[src/rtl/core/twfb_ram.sv]
module twfb_ram #(
	parameter int unsigned WIDTH = 96,
	parameter int unsigned DEPTH = 8
) (
	input  logic                     clk,
	input  logic                     we,
	input  logic [$clog2(DEPTH)-1:0] waddr,
	input  logic [WIDTH-1:0]         wdata,
	input  logic [$clog2(DEPTH)-1:0] raddr,
	output logic [WIDTH-1:0]         rdata
);

	logic [WIDTH-1:0] mem_q [DEPTH];

	always_ff @(posedge clk) begin
		if (we) begin
			mem_q[waddr] <= wdata;
		end
		rdata <= mem_q[raddr];
	end

endmodule

[config.mk]
export PLATFORM = sky130hd
export DESIGN_NAME = twfb_ram
export DESIGN_NICKNAME = d
export VERILOG_FILES = /design/src/rtl/core/twfb_ram.sv
export SDC_FILE = /design/constraint.sdc
export NUM_CORES = 1
export LEC_CHECK = 0
export BUFFER_PORTS_ARGS = -buffer_cell sky130_fd_sc_hd__buf_2
export CORE_MARGIN = 2
export CORE_UTILIZATION = 54
export CTS_CLUSTER_SIZE = 40
export DETAILED_ROUTE_END_ITERATION = 7
export GPL_ROUTABILITY_DRIVEN = 0
export PLACE_DENSITY = 0.75
export SYNTH_ARGS = -nofsm -noshare
export SYNTH_HDL_FRONTEND = slang
export SYNTH_SLANG_ARGS = --single-unit
export TNS_END_PERCENT = 30
[constraint.sdc]
create_clock -name clk -period 8.29 [get_ports clk]
set_input_delay 0.4145 -clock clk [delete_from_list [all_inputs] [get_ports clk]]
set_output_delay 0.4145 -clock clk [all_outputs]
set_load 0.03 [all_outputs]
==> results.md <==
* Seq pwr share at 53.0%
* Routed Antenna Nets at 0
* Max-cap violations at 0
* Post-CTS setup buffer count at 0
* RSZ-0062 raised after global routing: false
* Overall Global Routing Usage at 20.0%
* R2R setup slack at 6.99 ns
* Switch share at 20.6%
* CP Class: in -> reg
* Drt first-iter violations at 1019
* Clock share of power at 41.3%
* Setup TNS at 0 ns
* HP Class: in -> reg
* Max rail drop VDD at 263 uV
* Worst Hold Path EP: mem_q[7][9]$_DFFE_PP_
* Avg WL per Cell at 25.2 um
* Sequential-to-total area share from yosys stat at 81.1%
* Largest cells by area after synthesis: edfxtp_1, mux4_2, dfxtp_1, mux2_2, buf_6
* Final hold slack at 0.0662 ns
* WP data arrival at 2.54 ns
* Cells after synthesis at 1219
* Nets@finish at 1575
* CTS HTree Levels at 3
* Largest net degree at the start of global routing at 77
* CTS Buf Count at 84
* Largest area contributor in the netlist: edfxtp_1
* Clock tree buffer depth at 3
* # hold bufs at CTS at 0
* CTS Root Cell: clkbuf_16
* Cell-internal power at 7450 uW
* Initial antenna violation count at 14
* Setup violators final at 0
* Max frequency at 0.434 GHz
* Period Utilization, post-route at 27.8%
* Area share of the largest cell type after synthesis at 74.9%
* Net count after synthesis at 1323
* # port buffers at 199
* Lkg Pwr at 0.0117 uW
* Endpoints failing hold at 0
* Hold Path Origin: wdata[9]
* Core Rows at 87
* Vias after detailed routing at 13252
* Combinational power share at 5.7%
* Worst r2r dst: rdata[72]$_DFF_P_
* Crit. End Element: register
* Crit path required time at 8.53 ns
* Placeable Area at 56400 um2
* IO Count at 200
* Area Growth Syn to Fin at 15.3%
* First-pass GRT wire length at 87.3 mm
* Post-cts resize count at 0
* WHS Path Cells at 1
* CP startpoint kind: input pin
* Max incr delay on CP at 0.83 ns
* Num Clock Sinks at 864
* Die area at 59000 um2
* Worst reg2reg path startpoint: mem_q[5][72]$_DFFE_PP_
* WP buf/inv at 3
* Flops & latches, synth at 864
* Synth Warn # at 0
* Worst Reg-to-Reg Cells at 2
* Final Worst Setup Slack at 5.99 ns
* Synth cell types at 12
* Vias in the first global route at 14222
* Core Util, Final at 63.0%
* Fraction of final layout cells sized beyond drive strength 1 at 41.9%
* Routed Wire Length at 58.0 mm
* Pre-CTS WS at 5.26 ns
* NetSw at 1940 uW
* Drt pass-1 iters at 5
* Vias per inst at 5.75
* Tmin final at 2.30 ns
* Clock Skew at 0.0156 ns
* Worst-margin pin slew at 1.11 ns
* Clock transition at the registers of the reported paths at 0.06 ns
* Largest delay share family, worst path: buffers and inverters
* HPWL after detailed placement at 29.6 mm
* Chip height at 243 um
* CP Max Fanout at 50
* Outcome: complete, no violations
* Post-Layout Cell Count at 2304
* Clk_lat worst skew at 0.62 ns
* Slew HR at 26.2%
* Syn avg cell area at 25.3 um2
* Crit-path cells: buf_2, nand2b_1, nor3_2, buf_4, buf_4
* Synth Cell Area at 30800 um2
* # DRC at 0
* CTS tree: yes
* Die width at 243 um
* CP max stage cell: buf_4
* Placed Cells at 2141
* Critical Path Most Common Cell: buf_4
* Grt ovf at 0
* Max Transition Viols Final at 0
* Starting Density at 54.6%
* PwrDens at 264 nW/um2
-- placed cells by master (no fill, tap or decap), types with 6 or more instances in the layout --
master     netlist  layout
clkinv_1         0      10
bufinv_16        0      10
clkbuf_1        20      17
clkbuf_8         0       9
buf_4            0      21
dfxtp_1         96      96
clkbuf_16        0      87
nor2_4           0       6
edfxtp_1       768     768
mux4_2         192     192
buf_2            4     196
clkinv_2         0      15
diode_2          0       6
mux2_2          96      96
-- synthesized netlist by cell type --
master    number
edfxtp_1     768
buf_2          4
nand2_1        2
nand2b_1       3
buf_1         10
mux4_2       192
nor3_1         2
clkbuf_1      20
nor2_1         6
dfxtp_1       96
buf_6         20
mux2_2        96
-- power by group through the flow --
stage	Clock, uW	Sequential, uW	Combinational, uW
6_report	3870	4970	540
5_1_grt	4120	4990	577
4_1_cts	3950	4980	550
3_5_place_dp	0	5070	547
3_3_place_gp	0	5060	538
2_1_floorplan	0	5160	257
-- metal layers --
| metal | up-vias | part of all wire, % | global-route usage [%] |
|---|---|---|---|
| li1 | 5671 | - | - |
| met1 | 7040 | 41 | 26.7 |
| met2 | 426 | 50 | 33.5 |
| met3 | 97 | 6.7 | 4.37 |
| met4 | 18 | 1.8 | 5.74 |
| met5 | - | 0.19 | 0 |
-- per-stage QoR --
stage,power (uW),instance area (um2)
CTS,9480,35500
detailed placement,5610,32600
floorplan,5420,30800
finish,9390,35500
global route,9680,35500
global placement,5600,32600
-- cell families after synthesis --
logic type | after synthesis | synth area share [%]
mux | 288 | 17.5
buf+inv | 54 | 1.16
simple gates | 13 | 0.191
flops | 864 | 81.1
-- sequential cells by signal (all words and copies together), names as in the netlist --
register  count
rdata        96
mem_q       768
-- worst reg2reg max path: cells and delay by family, from the launching register on --
family  cells  cell delay [ns]
mux         2             0.80
flops       1             0.37
-- worst max-delay path by stage --
stage | startpoint | to | depth (start not counted)
detailed placement | raddr[0] | rdata[36]$_DFF_P_ | 4
global route | raddr[0] | rdata[36]$_DFF_P_ | 4
CTS | raddr[0] | rdata[36]$_DFF_P_ | 4
finish | waddr[2] | mem_q[0][58]$_DFFE_PP_ | 5
floorplan | waddr[2] | mem_q[0][0]$_DFFE_PP_ | 2
global placement | raddr[0] | rdata[44]$_DFF_P_ | 4
-- final cells by class --
type                            instances  area (um2)
Tap cell                              756         946
Timing Repair Buffer                  220        1190
Clock buffer                          112        2350
Antenna cell                            6        15.0
Fill cell                            3723       20900
Multi-Input combinational cell        301        5520
Sequential cell                       864       25000
Clock inverter                         45         509
(Power assumes the default switching activity.)
