### config.mk
export PLATFORM = sky130hd
export DESIGN_NAME = twfb_div
export DESIGN_NICKNAME = d
export VERILOG_FILES = /design/src/rtl/core/twfb_pkg.sv /design/src/rtl/core/twfb_div.sv
export SDC_FILE = /design/constraint.sdc
export NUM_CORES = 1
export LEC_CHECK = 0
export BUFFER_PORTS_ARGS = -buffer_cell sky130_fd_sc_hd__clkbuf_2
export CAP_MARGIN = 15
export CORE_MARGIN = 2
export CORE_UTILIZATION = 53
export DETAILED_ROUTE_END_ITERATION = 10
export PLACE_DENSITY = 0.81
export SYNTH_ARGS = -nofsm -noshare
export SYNTH_HDL_FRONTEND = slang
export SYNTH_SLANG_ARGS = --single-unit
### constraint.sdc
create_clock -name clk -period 3.6 [get_ports clk]
set_input_delay 0.54 -clock clk [delete_from_list [all_inputs] [get_ports clk]]
set_output_delay 0.54 -clock clk [all_outputs]
set_load 0.03 [all_outputs]
### src/rtl/core/twfb_pkg.sv
package twfb_pkg;

	localparam int unsigned MS_PER_SEC = 1000;
	localparam int unsigned FRAC_BITS = 10;

	localparam int unsigned STEP_W = 17;
	localparam int unsigned SEC_W = 32;
	localparam int unsigned MSEC_W = 10;
	localparam int unsigned VAL_W = 48;
	localparam int unsigned SUM_W = 64;
	localparam int unsigned CNT_W = 32;
	localparam int unsigned STATUS_W = 2;
	localparam int unsigned WIN_W = SEC_W + 2;
	localparam int unsigned MS_W = 46;
	localparam int unsigned WHOLE_W = VAL_W + FRAC_BITS;
	localparam int unsigned OV_W = 43;
	localparam int unsigned PROD_W = WHOLE_W + OV_W;
	localparam int unsigned DIV_CNT_W = $clog2(PROD_W + 1);
	localparam int unsigned CFG_IDX_W = 1;
	localparam int unsigned CFG_DATA_W = 32;

	localparam logic [CFG_IDX_W-1:0] REG_STEP = 1'd0;
	localparam logic [CFG_IDX_W-1:0] REG_TIMEOUT = 1'd1;

	localparam logic [STATUS_W-1:0] STAT_OK = 2'd0;
	localparam logic [STATUS_W-1:0] STAT_ROLLOUT = 2'd1;
	localparam logic [STATUS_W-1:0] STAT_TRUNC = 2'd2;

	typedef enum logic [3:0] {
		ST_IDLE,
		ST_ROLL_RD,
		ST_ROLL_EMIT,
		ST_SAVE,
		ST_ALIGN,
		ST_CHECK,
		ST_WIN,
		ST_MUL,
		ST_DIV,
		ST_ACC,
		ST_NEXT,
		ST_DONE
	} state_t;

	typedef struct packed {
		logic busy;
		logic done;
	} div_stat_t;

endpackage

### src/rtl/core/twfb_div.sv
module twfb_div import twfb_pkg::*; (
	input  logic              clk,
	input  logic              arst_n,
	input  logic              start,
	input  logic [PROD_W-1:0] dividend,
	input  logic [OV_W-1:0]   divisor,
	output logic [PROD_W-1:0] quot,
	output logic [OV_W-1:0]   rem,
	output div_stat_t         stat
);

	logic [OV_W-1:0]      rem_q;
	logic [PROD_W-1:0]    dvd_q;
	logic [OV_W-1:0]      dsr_q;
	logic [DIV_CNT_W-1:0] cnt_q;
	logic                 busy_q;
	logic                 done_q;
	logic [OV_W+1:0]      trial;
	logic [OV_W:0]        shifted;

	// restoring divide, one quotient bit a cycle
	assign shifted = {rem_q, dvd_q[PROD_W-1]};
	assign trial = {1'b0, shifted} - {2'b0, dsr_q};

	always_ff @(posedge clk or negedge arst_n) begin
		if (!arst_n) begin
			busy_q <= 1'b0;
			done_q <= 1'b0;
			cnt_q <= '0;
		end else begin
			done_q <= busy_q && !start && (cnt_q == DIV_CNT_W'(1));
			if (start) begin
				busy_q <= 1'b1;
				cnt_q <= DIV_CNT_W'(PROD_W);
			end else if (busy_q) begin
				cnt_q <= cnt_q - 1'b1;
				if (cnt_q == DIV_CNT_W'(1)) begin
					busy_q <= 1'b0;
				end
			end
		end
	end

	always_ff @(posedge clk) begin
		if (start) begin
			rem_q <= '0;
			dvd_q <= dividend;
			dsr_q <= divisor;
		end else if (busy_q) begin
			if (!trial[OV_W+1]) begin
				rem_q <= trial[OV_W-1:0];
			end else begin
				rem_q <= shifted[OV_W-1:0];
			end
			dvd_q <= {dvd_q[PROD_W-2:0], ~trial[OV_W+1]};
		end
	end

	assign quot = dvd_q;
	assign rem = rem_q;
	assign stat = '{busy: busy_q, done: done_q};

endmodule

==> impl_metrics.json, run 1 <==
{
  "status": "completed",
  "setup_tns_ps": 0,
  "cp-start-kind": "flop",
  "core-area_um2": 19500,
  "hp-class": "in2reg",
  "ctsLongestPathBuffers": 2,
  "synth-edff-count": 144,
  "holdCritStartpoint": "divisor[32]",
  "yosysWarnings": 0,
  "finalHoldWorstSlack_ps": 258,
  "async_reset_ff_frac": 0.0459,
  "power.leakage_nw": 5.83,
  "period_minus_slack_ps": 3520,
  "h-tree-depth": 4,
  "crit_chain": "ha_4 -> fa_2 -> and2b_1 -> o2111ai_2 -> a211o_1 -> a2111oi_4 -> o2111a_2 -> o211a_4 -> o21a_4 -> buf_12 -> nor3_1 -> a2111oi_2",
  "cts_sinks": 196,
  "place.gp.congestion": 0.936,
  "clock_skew_ps": 17.5,
  "post-place-ws_ps": -8.03,
  "grt.total_usage": 0.277,
  "die-area_um2": 21100,
  "crit_path_top_delay_cell": "edfxtp_1",
  "overflow": 0,
  "insertion_delay_ps": 450,
  "tightest_slew_ps": 789,
  "setup_violations": 0,
  "vdd.ir_drop.worst_mv": 0.373,
  "drv_slew": 0,
  "synth.distinct_cells": 63,
  "antenna_found_initial": 2,
  "post-route-period-util": 0.977,
  "first_pass_iters": 6,
  "totalWireLength_um": 30000,
  "synth-seq-area-share": 0.511,
  "startpoint": "dsr_q[0]",
  "drcViolationCount": 0,
  "synth_area_leader_cell": "edfxtp_1",
  "area_delta_synth_final_pct": 23.5,
  "rows": 51,
  "cts-root-buf": "clkbuf_16",
  "cp_data_arrival_time_ps": 3860,
  "netlist.area_leader.share": 0.408,
  "critical_path_class": "reg2reg",
  "fillers": 1519,
  "required_ps": 3940,
  "crit_buf_inv": 1,
  "synthTopCellsByArea": "edfxtp_1, mux2_2, dfxtp_1",
  "nets": 1426,
  "io_pins": 293,
  "syn_avg_cell_area_um2": 11.1,
  "ant_nets": 0,
  "r2r_cells": 12,
  "initial_core_util": 0.542,
  "dpl.hpwl_um": 21500,
  "hold_viol_final": 0,
  "worst_slew_margin_rel": 0.474,
  "wl_per_cell_um": 19.8,
  "grt_pass1_vias": 8712,
  "r2r_start": "dsr_q[0]",
  "synth_flop_cell": "edfxtp_1",
  "drtIter0Drc": 733,
  "viasPerCell": 5.79,
  "cts_tree": "yes",
  "holdPathStages": 1,
  "path_delay_family": "compound AO/OA/AOI/OAI gates",
  "synthesis.instances": 955,
  "crit_path_max_fanout": 15,
  "grt_pass1_wl_um": 46300,
  "ys_seq_elements": 196,
  "portBuffers": 292,
  "mostFrequentLayoutCell": "clkbuf_2",
  "cts_inserted_buffers": 17,
  "grt_max_degree": 107,
  "clk_pin_slew_worst_paths_ps": 90,
  "power-per-cell-area_nw_per_um2": 712,
  "final_cell_mix": "clkbuf_2, edfxtp_1, mux2_2",
  "fmax_mhz": 284,
  "end_kind": "flop",
  "via_count": 8755,
  "maxCapViolCount": 0,
  "worst_path_largest_cell_delay_ps": 420,
  "die_w_um": 145,
  "drive_gt1_frac": 0.372,
  "netlist_area_um2": 10600,
  "die_h_um": 145,
  "synthesis.nets": 1148,
  "worstSetupPathDepth": 12,
  "setup_ws_ps": 82.4
}
flip-flops by register name (all words and copies together) (netlist names):
name / count
busy_q: 1
rem: 43
dsr_q: 43
quot: 101
cnt_q: 7
done_q: 1
layer usage:
metal  share of wire  vias to the layer above  global-route usage
met4           0.042                        0               0.116
met3           0.083                       82              0.0809
met1            0.37                     4123               0.322
li1                -                     4121                   -
met2            0.50                      429               0.480
met5               0                        -                   0
kinds of logic (layout without fill, tap and decap cells):
| group | Yosys count | in the layout | synth area share |
|---|---|---|---|
| multiplexers | 104 | 104 | 0.110 |
| other | 0 | 1 | 0 |
| XOR/XNOR | 39 | 39 | 0.0323 |
| adder cells (fa/ha/maj) | 46 | 46 | 0.0551 |
| buffers and inverters | 115 | 406 | 0.0447 |
| flip-flops | 196 | 196 | 0.511 |
| AO/OA/AOI/OAI | 234 | 234 | 0.150 |
| AND/OR/NAND/NOR | 221 | 221 | 0.0967 |
synth_stat cells (4+ instances only):
cell,instances
a211oi_1,8
a21o_1,19
a21oi_1,46
a221o_1,4
a311oi_1,24
a31oi_1,8
a32oi_1,5
and2_1,4
and3_1,8
buf_1,5
buf_4,4
clkbuf_1,40
dfrtp_1,9
dfxtp_1,43
edfxtp_1,144
ha_1,45
inv_1,60
mux2_2,102
nand2_1,51
nand2b_1,8
nand3_1,38
nand3b_1,4
nand4_1,8
nor2_1,77
nor3_1,8
nor4_1,6
o211ai_1,9
o21a_1,7
o21ai_0,65
o21bai_1,5
o311a_1,4
xnor2_1,26
xor2_1,13
metrics by stage:
step	cell area (µm²)	cells	util	power [mW]
after floorplan	10600	955	-	6.06
after global placement	12300	1470	0.630	7.10
after detailed placement	12300	1470	0.630	7.18
after CTS	12900	1503	0.663	9.23
after global routing	13100	1512	0.670	9.78
final	13100	1512	0.670	9.31
worst register-to-register path, cell delays in order (launching register included):
cell       delay [ps]
edfxtp_1          420
ha_4              190
fa_2              340
and2b_1           240
o2111ai_2         160
a211o_1           380
a2111oi_4         350
o2111a_2          310
o211a_4           190
o21a_4            220
buf_12            160
nor3_1             60
a2111oi_2         400
worst paths after layout:
kind | endpoint | slack, ps
min reg2reg | rem[29] | 520
min | dsr_q[32] | 260
min in group asynchronous | cnt_q[2] | 480
max reg2reg | rem[22] | 80
max | rem[22] | 80
max in group asynchronous | busy_q | 2910
area by class of cell:
type	count	area [µm²]	area share
inverters	60	228	0.0174
repair buffers	314	1730	0.133
diodes	1	2.50	0.000191
flip-flops and latches	196	5410	0.414
multi-input cells	644	4740	0.363
well taps	265	332	0.0254
clock inverters	15	204	0.0156
clock buffers	17	425	0.0325
report_power, final:
group / internal (mW) / switching [mW]
Combinational: 1.53 / 2.58
Clock: 1.02 / 1.01
Sequential: 2.82 / 0.341
timing repair:
action                                  CTS  global route
cloned                                    0             2
buffers inserted                          0             6
hold buffers                              1             0
pin swaps                                 0             4
hold endpoints to repair                  9             0
endpoints found under the setup margin    4            38
resized for setup                         1             6
No activity file was read; power rests on OpenSTA's default activity.
==> run 2, diff against run 1 <==
Settings changed: ABC_AREA set to 1, CORE_UTILIZATION 53 to 54.
==> run 2 against run 1 <==
- final area increased by 7.8%
- register-to-register slack gained 680 ps
- first-iteration DRC count up 4.5%
- sequential share of layout area down 3.0 points
- die area is 9.1% higher
- clock skew shrank 0.81 ps
- critical path type unchanged
- largest power group is now registers
==> impl_metrics.json, run 2 <==
{
  "io_pins": 293,
  "highest_layer": "met4",
  "critical_path_class": "reg2reg",
  "largest_reg_flops": 101,
  "portBuffers": 292,
  "cp_data_arrival_time_ps": 3170,
  "hold_viol_final": 0,
  "met2_length_um": 16700,
  "r2r_start": "quot[100]",
  "setup_ws_ps": 760,
  "power-per-cell-area_nw_per_um2": 388,
  "post-place-ws_ps": 793,
  "cts_sinks": 196,
  "ant_nets": 0,
  "endpoint": "rem[25]",
  "rrSetupSlack_ps": 760,
  "antenna_cells": 0,
  "wl_met1_um": 13700,
  "grt.total_usage": 0.296,
  "synth_area_leader_cell": "edfxtp_1",
  "required_ps": 3930,
  "final_cell_mix": "nand2_1, clkbuf_2, inv_1",
  "status": "completed",
  "drtIter0Drc": 766,
  "hp-class": "in2reg",
  "async_reset_ff_frac": 0.0459,
  "end_kind": "flop",
  "netlist_area_um2": 11800,
  "synth_flop_cell": "edfxtp_1",
  "synthesis.nets": 1848,
  "period_minus_slack_ps": 2840,
  "cp-start-kind": "flop",
  "grt_pass1_wl_um": 52400,
  "mostFrequentLayoutCell": "nand2_1",
  "synth.distinct_cells": 37,
  "die_w_um": 152,
  "synthesis.instances": 1655,
  "syn_avg_cell_area_um2": 7.13,
  "wl_per_cell_um": 15.3,
  "nets": 2126,
  "setup_violations": 0,
  "first_pass_iters": 6,
  "netlist.area_leader.share": 0.367,
  "vdd.ir_drop.worst_mv": 0.273,
  "synthTopCellsByArea": "edfxtp_1, nand2_1, inv_1",
  "r2r_end": "rem[25]",
  "fmax_mhz": 352,
  "rsz0062_at_grt": "no",
  "post_cts_resized": 0,
  "cts-root-buf": "clkbuf_16",
  "setup_tns_ps": 0,
  "place.gp.congestion": 0.969,
  "clk_pin_slew_worst_paths_ps": 80,
  "power.leakage_nw": 7.91,
  "via_count": 11200,
  "wl_met3_um": 2340,
  "core-area_um2": 21600,
  "cts_tree": "yes",
  "initial_core_util": 0.546,
  "totalWireLength_um": 34000,
  "synth-edff-count": 144,
  "finalHoldWorstSlack_ps": 267,
  "yosysMostFrequentCell": "nand2_1",
  "clock_skew_ps": 16.7,
  "yosysWarnings": 0,
  "die-area_um2": 23000,
  "ys_seq_elements": 196,
  "grt_pass1_vias": 10400,
  "viasPerCell": 5.01,
  "r2r_cells": 16,
  "rows": 54,
  "insertion_delay_ps": 450,
  "die_h_um": 152,
  "maxCapViolCount": 0,
  "grt_max_degree": 66,
  "area_delta_synth_final_pct": 19.5,
  "crit_path_max_fanout": 28,
  "overflow": 0,
  "ctsLongestPathBuffers": 2,
  "dpl.hpwl_um": 26500,
  "drive_gt1_frac": 0.181,
  "drcViolationCount": 0,
  "drv_slew": 0,
  "h-tree-depth": 4,
  "tightest_slew_ps": 862,
  "antenna_found_initial": 0,
  "netlist_top_cells_count": "nand2_1, inv_1, edfxtp_1, nor2_1, nand3_1",
  "worst_slew_margin_rel": 0.424,
  "synth-seq-area-share": 0.459,
  "cts_inserted_buffers": 17,
  "post-route-period-util": 0.789,
  "startpoint": "quot[100]"
}
run 2: changes by cell type after synthesis, sizes merged, moves of 11 or more:
cell,before,now
a21o,19,2
a21oi,46,33
a311oi,24,0
inv,60,272
mux2,102,0
nand2,51,777
nand3,38,73
nand4,8,31
nor2,77,115
o21ai,69,30
xnor2,26,13
xor2,13,2
run 2: layout make-up:
type,instances,area [µm²]
clock buffers,18,429
repair buffers,304,1580
fillers,1926,7520
inverters,273,1030
multi-input cells,1141,5140
clock inverters,14,154
flip-flops and latches,196,5410
well taps,280,350
run 2: cell families (layout without fill, tap and decap cells):
kind of cell | count (synthesis) | count (layout) | synth area share
xor+xnor | 15 | 15 | 0.0111
simple gates | 1008 | 1008 | 0.341
flops | 196 | 196 | 0.459
buf+inv | 318 | 609 | 0.106
compound gates | 72 | 72 | 0.0336
fa+ha+maj | 46 | 46 | 0.0494
run 2: worst min path at each step:
stage	slack [ps]	endpoint	from	cells after the start
final	270	dsr_q[41]	divisor[41]	1
after global routing	250	dsr_q[41]	divisor[41]	1
after CTS	250	dsr_q[35]	divisor[35]	1
after detailed placement	410	done_q	arst_n	1
after global placement	410	cnt_q[0]	arst_n	1
after floorplan	240	busy_q	arst_n	0
run 2: where the power goes:
part / internal (mW) / switching, mW / leakage, nW / total [mW]
Sequential: 2.59 / 0.0853 / 1.98 / 2.68
Combinational: 0.260 / 0.582 / 5.65 / 0.842
Clock: 0.939 / 1.00 / 0.288 / 1.94
Total: 3.79 / 1.67 / 7.91 / 5.46
run 2: repair_timing:
item,CTS,global route
endpoints found under the hold margin,9,0
setup buffers,0,0
hold buffers,1,0
run 2: stage by stage:
| step | util | power, mW | instances | cell area [µm²] |
|---|---|---|---|---|
| final | 0.652 | 5.46 | 2226 | 14100 |
| after detailed placement | 0.625 | 3.56 | 2193 | 13500 |
| after global placement | 0.625 | 3.55 | 2193 | 13500 |
| after floorplan | - | 3.25 | 1655 | 11800 |
| after CTS | 0.652 | 5.48 | 2226 | 14100 |
| after global routing | 0.652 | 5.67 | 2226 | 14100 |
run 2: worst max-delay path, stage by stage, from the launching register on:
cell and delay (ps):
edfxtp_1 380, inv_1 60, ha_1 220, fa_1 410, inv_1 100, nand2_1 50, nand2_1 70, nand3_1 70
nand2_1 150, nand2_1 90, nand2_2 130, nand2_4 230, nand3_4 160, buf_4 310, nand3_1 120, nand3_1 90
nand2_1 50
run 2: per-layer routing:
| metal | GRT usage | up-vias |
|---|---|---|
| met5 | 0 | - |
| met4 | 0.124 | 0 |
| met3 | 0.0695 | 70 |
| met2 | 0.514 | 404 |
| met1 | 0.352 | 5030 |
| li1 | - | 5649 |
==> run 3, diff against run 2 <==
Settings changed: CORE_UTILIZATION 54 to 49, PLACE_DENSITY 0.81 to 0.77.
Clock period 3.6 ns to 2.3 ns, I/O delays scaled along.
==> run 3 against run 2 <==
- the run now ends with setup timing left
- non-clock buffer count grew 48
- core utilization fell by 0.73 points
- clock skew is 1.2 ps lower
- worst hold slack got worse by 200 ps
- sequential power increased by 57%
- flip-flop and latch count stayed put
- critical endpoint is now rem[23]
- final area grew 7.7%
- via count increased by 4.0%
- critical path depth decreased by 2
==> impl_metrics.json, run 3 (same netlist as run 2, synthesis figures left out) <==
{
  "maxCapViolCount": 0,
  "grt.total_usage": 0.279,
  "startpoint": "dsr_q[35]",
  "dpl.cell_count": 2262,
  "antenna_cells": 0,
  "p_switching_mw": 2.70,
  "setup_ws_ps": -35.3,
  "status": "complete, but fails checks",
  "multi_input_area_um2": 5650,
  "portBuffers": 292,
  "post-route-period-util": 1.02,
  "ant_nets": 0,
  "worst_slew_margin_rel": 0.615,
  "io_pins": 293,
  "setup_violations": 14,
  "min_to": "dsr_q[40]",
  "die-area_um2": 25300,
  "r2r_start": "dsr_q[35]",
  "final_cells": 2312,
  "post-place-ws_ps": 51.3,
  "final_util": 0.645,
  "dpl.hpwl_um": 27300,
  "antenna_found_initial": 0,
  "cts_inserted_buffers": 17,
  "ctsLongestPathBuffers": 2,
  "area_delta_synth_final_pct": 28.7,
  "critical_path_class": "reg2reg",
  "via_count": 11600,
  "intPower_mw": 6.00,
  "r2r_cells": 14,
  "totalWireLength_um": 36800,
  "drtIter0Drc": 821,
  "rsz0062_at_grt": "yes",
  "hold_viol_final": 0,
  "required_ps": 2630,
  "holdPathStages": 1,
  "period_minus_slack_ps": 2340,
  "initial_core_util": 0.501,
  "rrSetupSlack_ps": -40,
  "tightest_slew_ps": 577,
  "clk_pin_slew_worst_paths_ps": 80,
  "rows": 56,
  "grt_pass1_wl_um": 56200,
  "wl_per_cell_um": 15.9,
  "place.gp.congestion": 0.988,
  "clock_skew_ps": 15.5,
  "largest_reg_flops": 101,
  "insertion_delay_ps": 450,
  "cts-root-buf": "clkbuf_16",
  "viasPerCell": 5.02,
  "drive_gt1_frac": 0.247,
  "die_w_um": 159,
  "final_cell_mix": "nand2_1, clkbuf_2, inv_1",
  "end_kind": "flop",
  "sw_frac_of_total": 0.310,
  "power_frac_clock": 0.354,
  "fmax_mhz": 428,
  "grt_pass1_vias": 11200,
  "cts_tree": "yes",
  "nets": 2174,
  "drv_slew": 0,
  "violations": "setup timing",
  "hp-class": "in2reg",
  "design_area_um2": 15200,
  "power-per-cell-area_nw_per_um2": 573,
  "fillers": 2140,
  "r2r_end": "rem[23]",
  "comb_power_share": 0.163,
  "drcViolationCount": 0,
  "crit_path_max_fanout": 8,
  "mostFrequentLayoutCell": "nand2_1",
  "cp_data_arrival_time_ps": 2670,
  "cts_sinks": 196,
  "overflow": 0,
  "vdd.ir_drop.worst_mv": 0.503,
  "power.leakage_nw": 8.25,
  "seqCellArea_um2": 5410,
  "grt_max_degree": 106,
  "cp-start-kind": "flop",
  "setup_tns_ps": -262,
  "dpl_cell_area_um2": 13800,
  "h-tree-depth": 4,
  "die_h_um": 159,
  "first_pass_iters": 7,
  "pwr-share-seq": 0.482,
  "core-area_um2": 23500,
  "holdCritStartpoint": "divisor[40]"
}
run 3: cell types whose count changed in the layout (fill, tap and decap cells not counted), sizes merged:
cell / before / now
clkbuf: 309 / 312
clkinvlp: 0 / 1
inv: 282 / 278
buf: 12 / 56
clkinv: 5 / 8
run 3: what timing repair did:
item / 4_1_cts / 5_1_grt
buffers inserted: 0 / 12
hold endpoints to repair: 9 / 0
endpoints found under the setup margin: 0 / 44
resized for setup: 0 / 107
hold buffers: 1 / 0
run 3: routing by layer:
metal	up-vias	global-route usage	wire, µm	part of all wire
li1	5754	-	-	-
met1	5310	0.338	14300	0.39
met2	451	0.486	18200	0.50
met3	82	0.0623	2780	0.076
met4	0	0.107	1470	0.040
met5	-	0	0	0
run 3: area by class of cell:
type | count | share of cell area
Timing Repair Buffer | 352 | 0.137
Inverter | 273 | 0.0678
Multi-Input combinational cell | 1141 | 0.372
Clock buffer | 17 | 0.0280
Clock inverter | 14 | 0.0119
Sequential cell | 196 | 0.356
Tap cell | 319 | 0.0263
run 3: power groups by stage:
stage | combinational, mW | clock (mW) | sequential [mW]
5_1_grt | 1.55 | 3.27 | 4.22
2_1_floorplan | 0.513 | 0 | 4.58
4_1_cts | 1.35 | 3.13 | 4.20
6_report | 1.42 | 3.08 | 4.20
3_5_place_dp | 1.34 | 0 | 4.27
3_3_place_gp | 1.33 | 0 | 4.27
run 3: metrics by stage:
step	hold slack, ps	power [mW]
4_1_cts	56.0	8.67
5_1_grt	63.1	9.04
6_report	68.6	8.70
2_1_floorplan	49.4	5.09
3_3_place_gp	213	5.60
3_5_place_dp	214	5.61
run 3: worst max-delay path by stage:
| stage | slack, ps | depth (start not counted) | endpoint |
|---|---|---|---|
| global placement | 100 | 13 | rem[34] |
| finish | -40 | 14 | rem[23] |
| global route | -180 | 14 | rem[12] |
| CTS | 30 | 16 | rem[41] |
| floorplan | -270 | 3 | quot[0] |
| detailed placement | 50 | 16 | rem[41] |
run 3: worst max-delay path, stage by stage, from the launching register on:
cell	delay, ps
edfxtp_1	330
inv_1	40
ha_2	370
nand2_2	90
nor2_2	140
inv_2	60
nor2_1	150
nand2_1	150
nor2_2	150
nand2_4	80
nand3_4	220
clkbuf_16	250
o21ai_2	60
nand3_1	60
nand2_1	60
